## config.mk

```make
export PLATFORM = sky130hd
export DESIGN_NAME = irs_div
export DESIGN_NICKNAME = d
export VERILOG_FILES = /design/src/rtl/irs_pkg.sv /design/src/rtl/irs_div.sv
export SDC_FILE = /design/constraint.sdc
export NUM_CORES = 1
export LEC_CHECK = 0
export BUFFER_PORTS_ARGS = -buffer_cell sky130_fd_sc_hd__buf_2
export CORE_UTILIZATION = 60
export CTS_CLUSTER_SIZE = 14
export DETAILED_ROUTE_END_ITERATION = 12
export PLACE_DENSITY = 0.8
export SYNTH_ARGS = -nofsm -noshare
export SYNTH_HDL_FRONTEND = slang
export SYNTH_SLANG_ARGS = --single-unit
```

## constraint.sdc

```tcl
create_clock -name i_clk -period 17.9 [get_ports i_clk]
set_input_delay 0.895 -clock i_clk [delete_from_list [all_inputs] [get_ports i_clk]]
set_output_delay 0.895 -clock i_clk [all_outputs]
set_load 0.1 [all_outputs]
```

## src/rtl/irs_pkg.sv

```systemverilog
// Shared constants, types and fixed-point helpers for the independent row selector.
package irs_pkg;

    // Array sizes
    localparam int MAX_ELEMENTS   = 32;
    localparam int MAX_COMPONENTS = 16;
    localparam int EL_W           = $clog2(MAX_ELEMENTS);
    localparam int CP_W           = $clog2(MAX_COMPONENTS);
    localparam int COEF_DEPTH     = MAX_ELEMENTS * MAX_COMPONENTS;
    localparam int BASIS_DEPTH    = MAX_COMPONENTS * MAX_COMPONENTS;

    // Field and register widths
    localparam int CMD_W   = 2;
    localparam int COEF_W  = 16;
    localparam int POS_W   = 4;
    localparam int EC_W    = 6;
    localparam int CC_W    = 5;
    localparam int THR_W   = 33;
    localparam int Q_W     = 64;
    localparam int FRAC_W  = 32;
    localparam int PADDR_W = 5;
    localparam int PDATA_W = 64;

    // Register reset values
    localparam logic [EC_W-1:0]  EC_RESET  = EC_W'(32);
    localparam logic [CC_W-1:0]  CC_RESET  = CC_W'(16);
    localparam logic [THR_W-1:0] THR_RESET = THR_W'(4295);

    // Saturation limits
    localparam logic signed [Q_W-1:0] Q_MAX = {1'b0, {(Q_W-1){1'b1}}};
    localparam logic signed [Q_W-1:0] Q_MIN = {1'b1, {(Q_W-1){1'b0}}};

    // Iteration counts of the arithmetic units
    localparam int MUL_STEPS = 4;
    localparam int DIV_STEPS = Q_W + FRAC_W;

    // Input commands
    typedef enum logic [CMD_W-1:0] {
        CMD_WR_COEF   = 2'd0,
        CMD_WR_ACTIVE = 2'd1,
        CMD_RUN       = 2'd2,
        CMD_NOP       = 2'd3
    } t_cmd;

    // Register indexes (paddr[4:3])
    localparam logic [1:0] REG_ELEMENT_COUNT   = 2'd0;
    localparam logic [1:0] REG_COMPONENT_COUNT = 2'd1;
    localparam logic [1:0] REG_NORM_THRESHOLD  = 2'd2;

    // Sequencer states
    typedef enum logic [4:0] {
        S_IDLE,
        S_FIND,
        S_LD_RD,
        S_LD_WR,
        S_DOT_RD,
        S_DOT_ST,
        S_DOT_WT,
        S_DIV_ST,
        S_DIV_WT,
        S_SUB_RD,
        S_SUB_ST,
        S_SUB_WT,
        S_NRM_ST,
        S_NRM_WT,
        S_DECIDE,
        S_SWAP,
        S_EMIT,
        S_ERR
    } t_state;

    // Requests to the arithmetic units
    typedef struct packed {
        logic                  start;
        logic signed [Q_W-1:0] a;
        logic signed [Q_W-1:0] b;
    } t_mul_req;

    typedef struct packed {
        logic                  start;
        logic signed [Q_W-1:0] num;
        logic signed [Q_W-1:0] den;
    } t_div_req;

    // Magnitude of a signed Q32.32 value
    function automatic logic [Q_W-1:0] mag_of(input logic signed [Q_W-1:0] a);
        return a[Q_W-1] ? Q_W'(-a) : Q_W'(a);
    endfunction

    // Apply sign to a magnitude, saturating to the signed range
    function automatic logic signed [Q_W-1:0] sat_mag(input logic neg,
                                                      input logic [Q_W-1:0] mag,
                                                      input logic ovf);
        logic big;
        big = ovf || mag[Q_W-1];
        if (!neg) begin
            return big ? Q_MAX : signed'(mag);
        end
        return big ? Q_MIN : -signed'(mag);
    endfunction

    function automatic logic signed [Q_W-1:0] sat_add(input logic signed [Q_W-1:0] a,
                                                      input logic signed [Q_W-1:0] b);
        logic signed [Q_W-1:0] s;
        s = a + b;
        if ((a[Q_W-1] == b[Q_W-1]) && (s[Q_W-1] != a[Q_W-1])) begin
            return a[Q_W-1] ? Q_MIN : Q_MAX;
        end
        return s;
    endfunction

    function automatic logic signed [Q_W-1:0] sat_sub(input logic signed [Q_W-1:0] a,
                                                      input logic signed [Q_W-1:0] b);
        logic signed [Q_W-1:0] s;
        s = a - b;
        if ((a[Q_W-1] != b[Q_W-1]) && (s[Q_W-1] != a[Q_W-1])) begin
            return a[Q_W-1] ? Q_MIN : Q_MAX;
        end
        return s;
    endfunction

endpackage

```

## src/rtl/irs_div.sv

```systemverilog
// Radix-2 restoring Q32.32 divider, one quotient bit per cycle, truncating and saturating.
module irs_div
    import irs_pkg::*;
(
    input  logic                  i_clk,
    input  logic                  i_rst_n,
    input  t_div_req              i_req,
    output logic                  o_done,
    output logic signed [Q_W-1:0] o_q
);

    localparam int CNT_W = $clog2(DIV_STEPS + 1);

    logic [DIV_STEPS-1:0]  r_num;
    logic [DIV_STEPS-1:0]  r_quo;
    logic [Q_W-1:0]        r_rem;
    logic [Q_W-1:0]        r_ud;
    logic                  r_neg;
    logic                  r_zero;
    logic [CNT_W-1:0]      r_cnt;
    logic                  r_busy;
    logic                  r_done;
    logic signed [Q_W-1:0] r_q;

    logic [Q_W-1:0]        shifted;
    logic                  ge;

    // Remainder stays below the divisor (< 2^63), so one shift fits 64 bits
    always_comb begin
        shifted = {r_rem[Q_W-2:0], r_num[DIV_STEPS-1]};
        ge      = shifted >= r_ud;
    end

    always_ff @(posedge i_clk) begin
        if (!i_rst_n) begin
            r_busy <= 1'b0;
            r_done <= 1'b0;
            r_cnt  <= '0;
        end else begin
            r_done <= 1'b0;
            if (i_req.start) begin
                r_num  <= {mag_of(i_req.num), {FRAC_W{1'b0}}};
                r_ud   <= Q_W'(i_req.den);
                r_neg  <= i_req.num[Q_W-1];
                // non-positive divisor gives zero
                r_zero <= i_req.den[Q_W-1] || (i_req.den == '0);
                r_rem  <= '0;
                r_quo  <= '0;
                r_cnt  <= '0;
                r_busy <= 1'b1;
            end else if (r_busy) begin
                if (r_cnt < CNT_W'(DIV_STEPS)) begin
                    r_rem <= ge ? (shifted - r_ud) : shifted;
                    r_quo <= {r_quo[DIV_STEPS-2:0], ge};
                    r_num <= r_num << 1;
                    r_cnt <= r_cnt + CNT_W'(1);
                end else begin
                    r_q    <= r_zero ? '0 : sat_mag(r_neg, r_quo[Q_W-1:0],
                                                    |r_quo[DIV_STEPS-1:Q_W]);
                    r_done <= 1'b1;
                    r_busy <= 1'b0;
                end
            end
        end
    end

    assign o_done = r_done;
    assign o_q    = r_q;

endmodule

```

Word level (Yosys, flattened, before mapping)
Index checks and enable logic that the tools add are counted.

operators by class
  mux-type cells = 22
  $lt $le $gt $ge = 2
  add/subtract/negate cells = 4
  divide/modulo/power cells = 0
  multiply operators = 0
  reductions and logical operators = 12
  bitwise operators = 4
  equality and inequality tests = 0
  shift operators = 0

operator list
  kind                                          number
  2-to-1 mux 96 bit                             5
  2-to-1 mux 64 bit                             5
  2-to-1 mux 63 bit                             3
  negator 64 bit                                2
  >= comparator 64 bit                          1
  zero test 64 bit                              1
  subtractor 63 bit                             1
  OR reduction 32 bit                           1
  2-to-1 mux 1 bit                              9
  adder 7 x 1 -> 7 bit (second input constant)  1
  < comparator 7 bit (second input constant)    1
  inverter 1 bit                                4
  AND reduction 2 bit                           2
  AND reduction 4 bit                           1
  nonzero test 2 bit                            2
  AND reduction 3 bit                           1
  OR reduction 3 bit                            1
  logical OR 1 bit                              2
  OR reduction 2 bit                            1

word-level totals
  memory bits (read-only) = 0
  memories kept = 0
  latch bits = 0
  RAM bits = 0
  logic and storage cells = 55
  register bits after elaboration = 394
  bits of input ports = 131
  output and inout bits = 65

Logic depth before layout (Yosys ltp)
Gate-level depths: netlist (run 1).

  word-level depth = 6
  depth in mapped cells = 14
  mapped depth without buffers = 13

Worst setup path after synthesis (run 1)
No wires, ideal clock.

  path type = input port to flip-flop
  start = in i_req[128] in the netlist's numbering
  end = reg r_num[32] (enable)
  path buffers = 3
  path slack = 10,558 ps
  data required time = 17,296 ps
  setup time = 604 ps
  data arrival time = 6,738 ps
  cell stages on the path = 4
  cells stage by stage = clkbuf_1 -> clkbuf_1 -> clkbuf_1 -> o21a_1

between the ends
  cells in the longest elaborated chain, start to end = 2
  elaborated cells on any way between the ends = 3
  classes of those cells = reduce/logical: 3

RTL lines
  what                                    line           source
  start, declared                         irs_div.sv:7   input t_div_req i_req,
  nonzero test 2 bit (no source line)     n/a
  AND reduction 3 bit (no source line) *  n/a
  end signal, assigned                    irs_div.sv:42  r_num <= {mag_of(i_req.num), {FRAC_W{1'b0}}};
  end signal, assigned                    irs_div.sv:55  r_num <= r_num << 1;
  end, declared                           irs_div.sv:14  logic [DIV_STEPS-1:0] r_num;

Mark *: on every way between the ends. The rest lies on a longest branch, timed or not.
A chain may end at the register's enable or synchronous reset.

Worst setup path in the final report (run 1)
  start = reg r_num[95]
  end = reg r_rem[62], data pin

between the ends
  cells in the longest elaborated chain, start to end = 4
  elaborated cells on any way between the ends = 5
  classes of those cells = add/sub: 1; order compare: 1; mux: 3

RTL lines
  what                                                       line                          source
  subtractor 63 bit or >= comparator 64 bit (tied branches)  irs_div.sv:53, irs_div.sv:31
  2-to-1 mux 63 bit *                                        irs_div.sv:53                 r_rem <= ge ? (shifted - r_ud) : shifted;
  2-to-1 mux 63 bit *                                        irs_div.sv:52                 if (r_cnt < CNT_W'(DIV_STEPS)) begin
  2-to-1 mux 63 bit *                                        irs_div.sv:51                 end else if (r_busy) begin
  end signal, assigned                                       irs_div.sv:53
  end, declared                                              irs_div.sv:16                 logic [Q_W-1:0] r_rem;

Mark *: on every way between the ends. The rest lies on a longest branch, timed or not. The select of a mux whose other input is x is not followed.

==> flow_summary_export.csv, run 1 <==
group,metric,value,unit
logic_synthesis,yosys_warnings,0,
worst_setup_path,slowest_stage,"buf_4",
pwr,power_density,92.8,mW/mm²
worst_setup_path,critPathKind,"register to register",
timing,finalSetupViolCount,0,
timing,finalCritPeriodShare,26.9,%
timing,rsz0062_at_grt,"false",
grt,grt_overflow,0,
clocking,cts_tree,"yes",
placement,dp_slack,13.18,ns
placement,dp_hpwl,33.1,mm
grt,grt_pass1_vias,15600,
timing,drv_slew,0,
clocking,post_cts_buffers,0,
logic_synthesis,synth_cells,2103,
timing,fmax,208,MHz
drt,wirelength,48.1,mm
logic_synthesis,seq_area_frac_synth,50.7,%
timing,final.setup_skew,0.0298,ns
logic_synthesis,synth_ff_type,"edfxtp_1",
clocking,ctsHoldBuffers,0,
logic_synthesis,synth.area.top_cells,"edfxtp_1 (50%), nor2_1 (5.7%), a21oi_1 (4.3%)",
grt,grt_max_degree,195,
worst_setup_path,ff2ff_path_depth,13,
grt,gr-usage-all-layers,26.4,%
worst_setup_path,worst-path-max-fanout,76,
pwr,power.share.sequential,46.7,%
pwr,power.leakage,8.96,nW
timing,tightest_slew,1.11,ns
worst_setup_path,path_buf_inv,2,
finish,multi_input_area,0.00975,mm²
hold_path,hold_path_class,"register to register",
timing,setup_ws,13.09,ns
clocking,insertion_delay,0.55,ns
logic_synthesis,syn_nets,2302,
die,dieWidth,190,µm
finish,syn_to_final_growth,11.4,%
die,io_pins,196,
drt,via_per_inst,6.05,
worst_setup_path,critPathLaunchType,"register",
job,cap_violations,0,
finish,drive_gt1_share,13.2,%
finish,seqCellArea,0.0108,mm²
pwr,switching_share,28.3,%
finish,utilization,68.3,%
die,rows,68,
clocking,ctsResizeCount,0,
worst_setup_path,critPathTopFamily,"compound AO/OA/AOI/OAI gates",
worst_setup_path,crit_cells,13,
logic_synthesis,synth_edf_count,353,
drt,drtIter0Drc,1257,
grt,antenna_found_initial,4,
die,die_h,190,µm
worst_setup_path,cpPeakStageDelay,0.85,ns
clocking,cts.sinks,362,
pwr,p_total,2.20,mW
logic_synthesis,synth_top_area_share,49.8,%
finish,fill_cells,2721,
worst_setup_path,critPathRequiredTime,18.18,ns
timing,fin_crit,4.81,ns
pwr,ir_worst_vdd,90.3,µV
placement,postPlaceCellArea,0.0225,mm²
placement,dp_cells,2654,
grt,grt_first_pass_wirelength,77.6,mm
logic_synthesis,synth_area,0.0213,mm²
timing,whs,0.494,ns
finish,layout.nets,2438,
clocking,numCtsBuffers,38,
worst_setup_path,end_kind,"register",
worst_setup_path,cp.arrival,5.10,ns
drt,drtAntennaViolNets,0,
worst_setup_path,path_cells,"inv_1 > ha_1 > fa_1 > nand2b_1 > a21oi_1 > o211ai_1 > o21ai_1 > a21oi_1 > o2111a_1 > o211ai_1 > buf_4 > nor2_1 > a2111o_1",
logic_synthesis,syn-mean-instance-area,10.1,µm²
die,fp.dieArea,0.0362,mm²
pwr,clkPwrFrac,34.1,%
hold_path,hold_depth,2,
clocking,clkSlewWorstSetupHoldPaths,0.07,ns
drt,drtPass1Iterations,5,
die,core,0.0347,mm²
logic_synthesis,ys_types,79,
logic_synthesis,yosys.area.top_type,"edfxtp_1",
clocking,root_buffer,"clkbuf_16",
pwr,comb_power_share,19.2,%
finish,final_cell_count_no_fill,2728,
drt,drc_errors,0,
timing,tns,0,ns
drt,via_count,16500,
finish,fin_area,0.0237,mm²
pwr,p_switching,0.622,mW
pwr,p_int,1.58,mW
clocking,htreeDepth,2,
drt,wire_per_inst,17.6,µm
logic_synthesis,synthArstFlopShare,0,%
die,start_util,61.3,%
timing,hold_viol,0,
clocking,clockBufferDepth,3,
status,status,"completed",
placement,port_buffers,195,
logic_synthesis,ys_seq_elements,362,
timing,maxSlewHeadroom,25.7,%
placement,gp_congestion,0.934,
-- cell type report --
type / count / share of cell area, %
clock buffer: 47 / 4.38
tap: 455 / 2.40
clock inverter: 23 / 0.586
inverter: 90 / 1.43
sequential: 362 / 45.5
timing repair buffer: 205 / 4.53
antenna: 4 / 0.0422
multi-input combinational: 1542 / 41.1
-- cell usage in the layout (no fill, tap or decap), types with 41 or more instances in the layout --
cell type / count
a21oi_1: 182
edfxtp_1: 353
buf_2: 194
nor2_1: 322
xor2_1: 83
nor4_1: 41
o21ai_0: 74
nor2b_1: 112
o22a_1: 55
mux2i_1: 51
inv_1: 90
ha_1: 67
nand2_1: 105
xnor2_1: 44
-- worst reg2reg max path: cells and delay by family, from the launching register on --
family	cells	cell delay, ns
DFF	1	0.36
and+or+nand+nor	2	0.67
adders and majority gates	2	0.63
AOI/OAI and AO/OA	7	1.97
buffers and inverters	2	0.90
-- sequential cells by signal, summed over array words and instances, names as in the netlist --
signal	flops
r_cnt	7
r_quo	96
r_zero	1
r_ud	64
r_num	64
r_neg	1
r_busy	1
r_rem	63
o_q	64
o_done	1
-- logic make-up (layout without fill, tap and decap cells) --
| logic type | count (synthesis) | count (layout) | synth area share, % |
|---|---|---|---|
| AOI/OAI and AO/OA | 477 | 477 | 14.4 |
| xor gates and xnor gates | 127 | 127 | 5.23 |
| adders and majority gates | 68 | 68 | 4.03 |
| buffers and inverters | 199 | 365 | 3.60 |
| DFF | 362 | 362 | 50.7 |
| muxes | 58 | 58 | 2.79 |
| other | 0 | 4 | 0 |
| and+or+nand+nor | 812 | 812 | 19.3 |
-- cell usage after synthesis, types with 9 or more instances --
| cell type | number |
|---|---|
| ha_1 | 67 |
| o22a_1 | 55 |
| o21ai_0 | 74 |
| inv_1 | 90 |
| xnor2_1 | 44 |
| nor2b_1 | 112 |
| nor3b_1 | 35 |
| clkbuf_1 | 100 |
| or4_1 | 13 |
| dfxtp_1 | 9 |
| a211oi_1 | 21 |
| o41ai_1 | 13 |
| a21o_1 | 23 |
| or3_1 | 14 |
| o21bai_1 | 12 |
| nand3_1 | 21 |
| o31ai_1 | 17 |
| a21oi_1 | 182 |
| a31oi_1 | 25 |
| nor3_1 | 39 |
| nand4_1 | 31 |
| nor4_1 | 41 |
| nand2b_1 | 29 |
| mux2i_1 | 51 |
| xor2_1 | 83 |
| edfxtp_1 | 353 |
| nand2_1 | 105 |
| nor2_1 | 323 |
-- routing by layer --
metal	part of all wire [%]	GRT usage, %	up-vias	wire length, µm
met1	45	37.1	7876	21500
met4	2.0	7.29	0	940
met2	47	43.1	550	22900
li1	-	-	7992	-
met3	5.8	3.42	75	2810
met5	0	0	-	0
-- final timing paths --
kind | from | to | slack, ns
setup / recovery | r_num[95]$_DFFE_PP_ | r_rem[62]$_SDFFCE_PP0P_ | 13.09
hold / removal | r_cnt[6]$_SDFFE_PP0P_ | r_cnt[6]$_SDFFE_PP0P_ | 0.49
hold reg to reg | r_cnt[6]$_SDFFE_PP0P_ | r_cnt[6]$_SDFFE_PP0P_ | 0.49
setup reg to reg | r_num[95]$_DFFE_PP_ | r_rem[62]$_SDFFCE_PP0P_ | 13.09
-- power groups by stage --
| stage | logic, mW | clock network [mW] | registers [mW] |
|---|---|---|---|
| 2_1_floorplan | 0.312 | 0 | 1.04 |
| 3_3_place_gp | 0.403 | 0 | 1.04 |
| 3_5_place_dp | 0.413 | 0 | 1.04 |
| 4_1_cts | 0.417 | 0.761 | 1.03 |
| 5_1_grt | 0.466 | 0.794 | 1.03 |
| 6_report | 0.422 | 0.750 | 1.03 |
Power figures use the tool's default switching activity.
==> inputs of run 2 (changes only) <==
==> constraint.sdc (replaced) <==
create_clock -name i_clk -period 5 [get_ports i_clk]
set_input_delay 0.25 -clock i_clk [delete_from_list [all_inputs] [get_ports i_clk]]
set_output_delay 0.25 -clock i_clk [all_outputs]
set_load 0.1 [all_outputs]
==> flow_summary_export.csv, run 2 (synthesis gave the netlist of run 1 again) <==
group,metric,value,unit
status,status,"completed",
pwr,comb_power_share,19.3,%
timing,fin_crit,3.94,ns
timing,finalCritPeriodShare,78.8,%
finish,layout.nets,2508,
finish,top_register,"r_quo",
timing,rsz0062_at_grt,"false",
pwr,power_density,332,mW/mm²
die,dieWidth,190,µm
drt,wirelength,50.0,mm
clocking,cts.sinks,362,
drt,via_per_inst,6.07,
die,fp.dieArea,0.0362,mm²
worst_setup_path,cp.arrival,4.34,ns
worst_setup_path,slowest_stage,"fa_1",
pwr,clkPwrFrac,35.4,%
hold_path,hold_path_class,"primary input to register",
job,cap_violations,0,
clocking,numCtsBuffers,39,
drt,drtIter0Drc,1315,
timing,finalSetupViolCount,0,
finish,drive_gt1_share,13.1,%
die,rows,68,
die,io_pins,196,
worst_setup_path,ff2ff_path_depth,14,
hold_path,hold_depth,2,
clocking,insertion_delay,0.55,ns
grt,grt_pass1_vias,16100,
timing,tightest_slew,1.18,ns
finish,largest_reg_flops,96,
placement,port_buffers,195,
die,die_h,190,µm
drt,drc_errors,0,
worst_setup_path,critPathKind,"register to register",
grt,grt_overflow,0,
clocking,clkSlewWorstSetupHoldPaths,0.06,ns
timing,hold_viol,0,
worst_setup_path,path_buf_inv,3,
pwr,power.leakage,9.31,nW
pwr,p_int,5.86,mW
worst_setup_path,critPathLaunchType,"register",
timing,final.setup_skew,0.0287,ns
worst_setup_path,critPathTopFamily,"compound AO/OA/AOI/OAI gates",
timing,drv_slew,0,
finish,syn_to_final_growth,15.0,%
pwr,ir_worst_vdd,301,µV
finish,diodes,0,
worst_setup_path,end_kind,"register",
die,start_util,61.3,%
worst_setup_path,worst-path-max-fanout,55,
grt,grt_first_pass_wirelength,80.5,mm
placement,gp_congestion,0.914,
drt,via_count,17000,
die,core,0.0347,mm²
worst_setup_path,r2r_slack,1.06,ns
worst_setup_path,critPathRequiredTime,5.40,ns
clocking,post_cts_buffers,0,
placement,dp_hpwl,33.3,mm
finish,layout_commonest_cell,"edfxtp_1",
clocking,root_buffer,"clkbuf_16",
grt,antenna_found_initial,0,
clocking,clockBufferDepth,3,
grt,grt_max_degree,122,
finish,final_cell_mix,"edfxtp_1 (353), nor2_1 (322), buf_2 (194)",
drt,wire_per_inst,17.9,µm
timing,tns,0,ns
timing,fmax,254,MHz
clocking,htreeDepth,2,
pwr,power.share.sequential,45.4,%
worst_setup_path,cpPeakStageDelay,0.41,ns
timing,maxSlewHeadroom,21.6,%
worst_setup_path,path_cells,"inv_1 > ha_1 > fa_1 > nand2b_1 > a21oi_1 > o211ai_1 > o21ai_1 > a21oi_1 > o2111a_1 > o211ai_1 > buf_12 > nor2b_1 > buf_4 > a22o_1",
clocking,ctsResizeCount,0,
pwr,switching_share,27.7,%
clocking,cts_tree,"yes",
grt,gr-usage-all-layers,27.4,%
finish,utilization,70.5,%
drt,drtPass1Iterations,5,
worst_setup_path,crit_cells,14,
drt,drtAntennaViolNets,0,
pwr,p_switching,2.25,mW
[run 2: cell count changes in the layout (fill, tap and decap cells not counted), moves of 2 or more]
cell	change
buf_4	+2
diode_2	-4
buf_12	+2
bufinv_16	+3
clkinv_4	+3
clkbuf_1	+2
clkinvlp_4	-2
dlygate4sd3_1	+65
clkinv_1	-3
[run 2: layout make-up]
type	instances	area, µm²
Clock buffer	50	1060
Clock inverter	22	208
Fill cell	2580	10200
Inverter	90	338
Multi-Input combinational cell	1542	9750
Sequential cell	362	10800
Tap cell	455	569
Timing Repair Buffer	274	1780
[run 2: per-stage QoR]
step | cells | hold WS, ns | total power, mW | instance area, µm² | setup WS (ns)
after floorplan | 2103 | 0.349 | 4.83 | 21300 | 0.597
after global placement | 2658 | 0.441 | 5.18 | 22600 | 1.29
after detailed placement | 2658 | 0.444 | 5.23 | 22600 | 1.13
after CTS | 2795 | 0.0377 | 8.12 | 24500 | 1.11
after global routing | 2795 | 0.0510 | 8.44 | 24500 | 0.747
final | 2795 | 0.0499 | 8.12 | 24500 | 1.06
[run 2: worst reg2reg max path, cell delays in order (launching register included)]
cell and delay, ns:
edfxtp_1 0.35, inv_1 0.05, ha_1 0.23, fa_1 0.41
nand2b_1 0.18, a21oi_1 0.23, o211ai_1 0.14, o21ai_1 0.34
a21oi_1 0.25, o2111a_1 0.29, o211ai_1 0.36, buf_12 0.35
nor2b_1 0.27, buf_4 0.22, a22o_1 0.14
[run 2: layer usage]
metal / wire, µm / GRT usage [%] / vias to the layer above
li1: - / - / 8129
met1: 22000 / 37.7 / 8120
met2: 23900 / 45.2 / 604
met3: 2920 / 3.70 / 100
met4: 1170 / 8.22 / 0
met5: 0 / 0 / -
[run 2: final timing paths]
path                                                end             startpoint
worst min-delay path            r_num[32]$_SDFFCE_PN0P_              i_req[64]
worst max register to register  r_rem[52]$_SDFFCE_PP0P_    r_num[95]$_DFFE_PP_
worst max-delay path            r_rem[52]$_SDFFCE_PP0P_    r_num[95]$_DFFE_PP_
worst min register to register    r_cnt[6]$_SDFFE_PP0P_  r_cnt[6]$_SDFFE_PP0P_
[run 2: what timing repair did]
item	in CTS	in global routing
endpoints found under the setup margin	0	0
hold endpoints to repair	65	0
hold buffers	65	0
[run 2: power groups by stage]
stage | Sequential [mW] | Clock [mW] | Combinational [mW]
floorplan | 3.71 | 0 | 1.12
global placement | 3.73 | 0 | 1.45
finish | 3.68 | 2.87 | 1.56
global route | 3.70 | 3.03 | 1.71
CTS | 3.68 | 2.91 | 1.54
detailed placement | 3.74 | 0 | 1.49
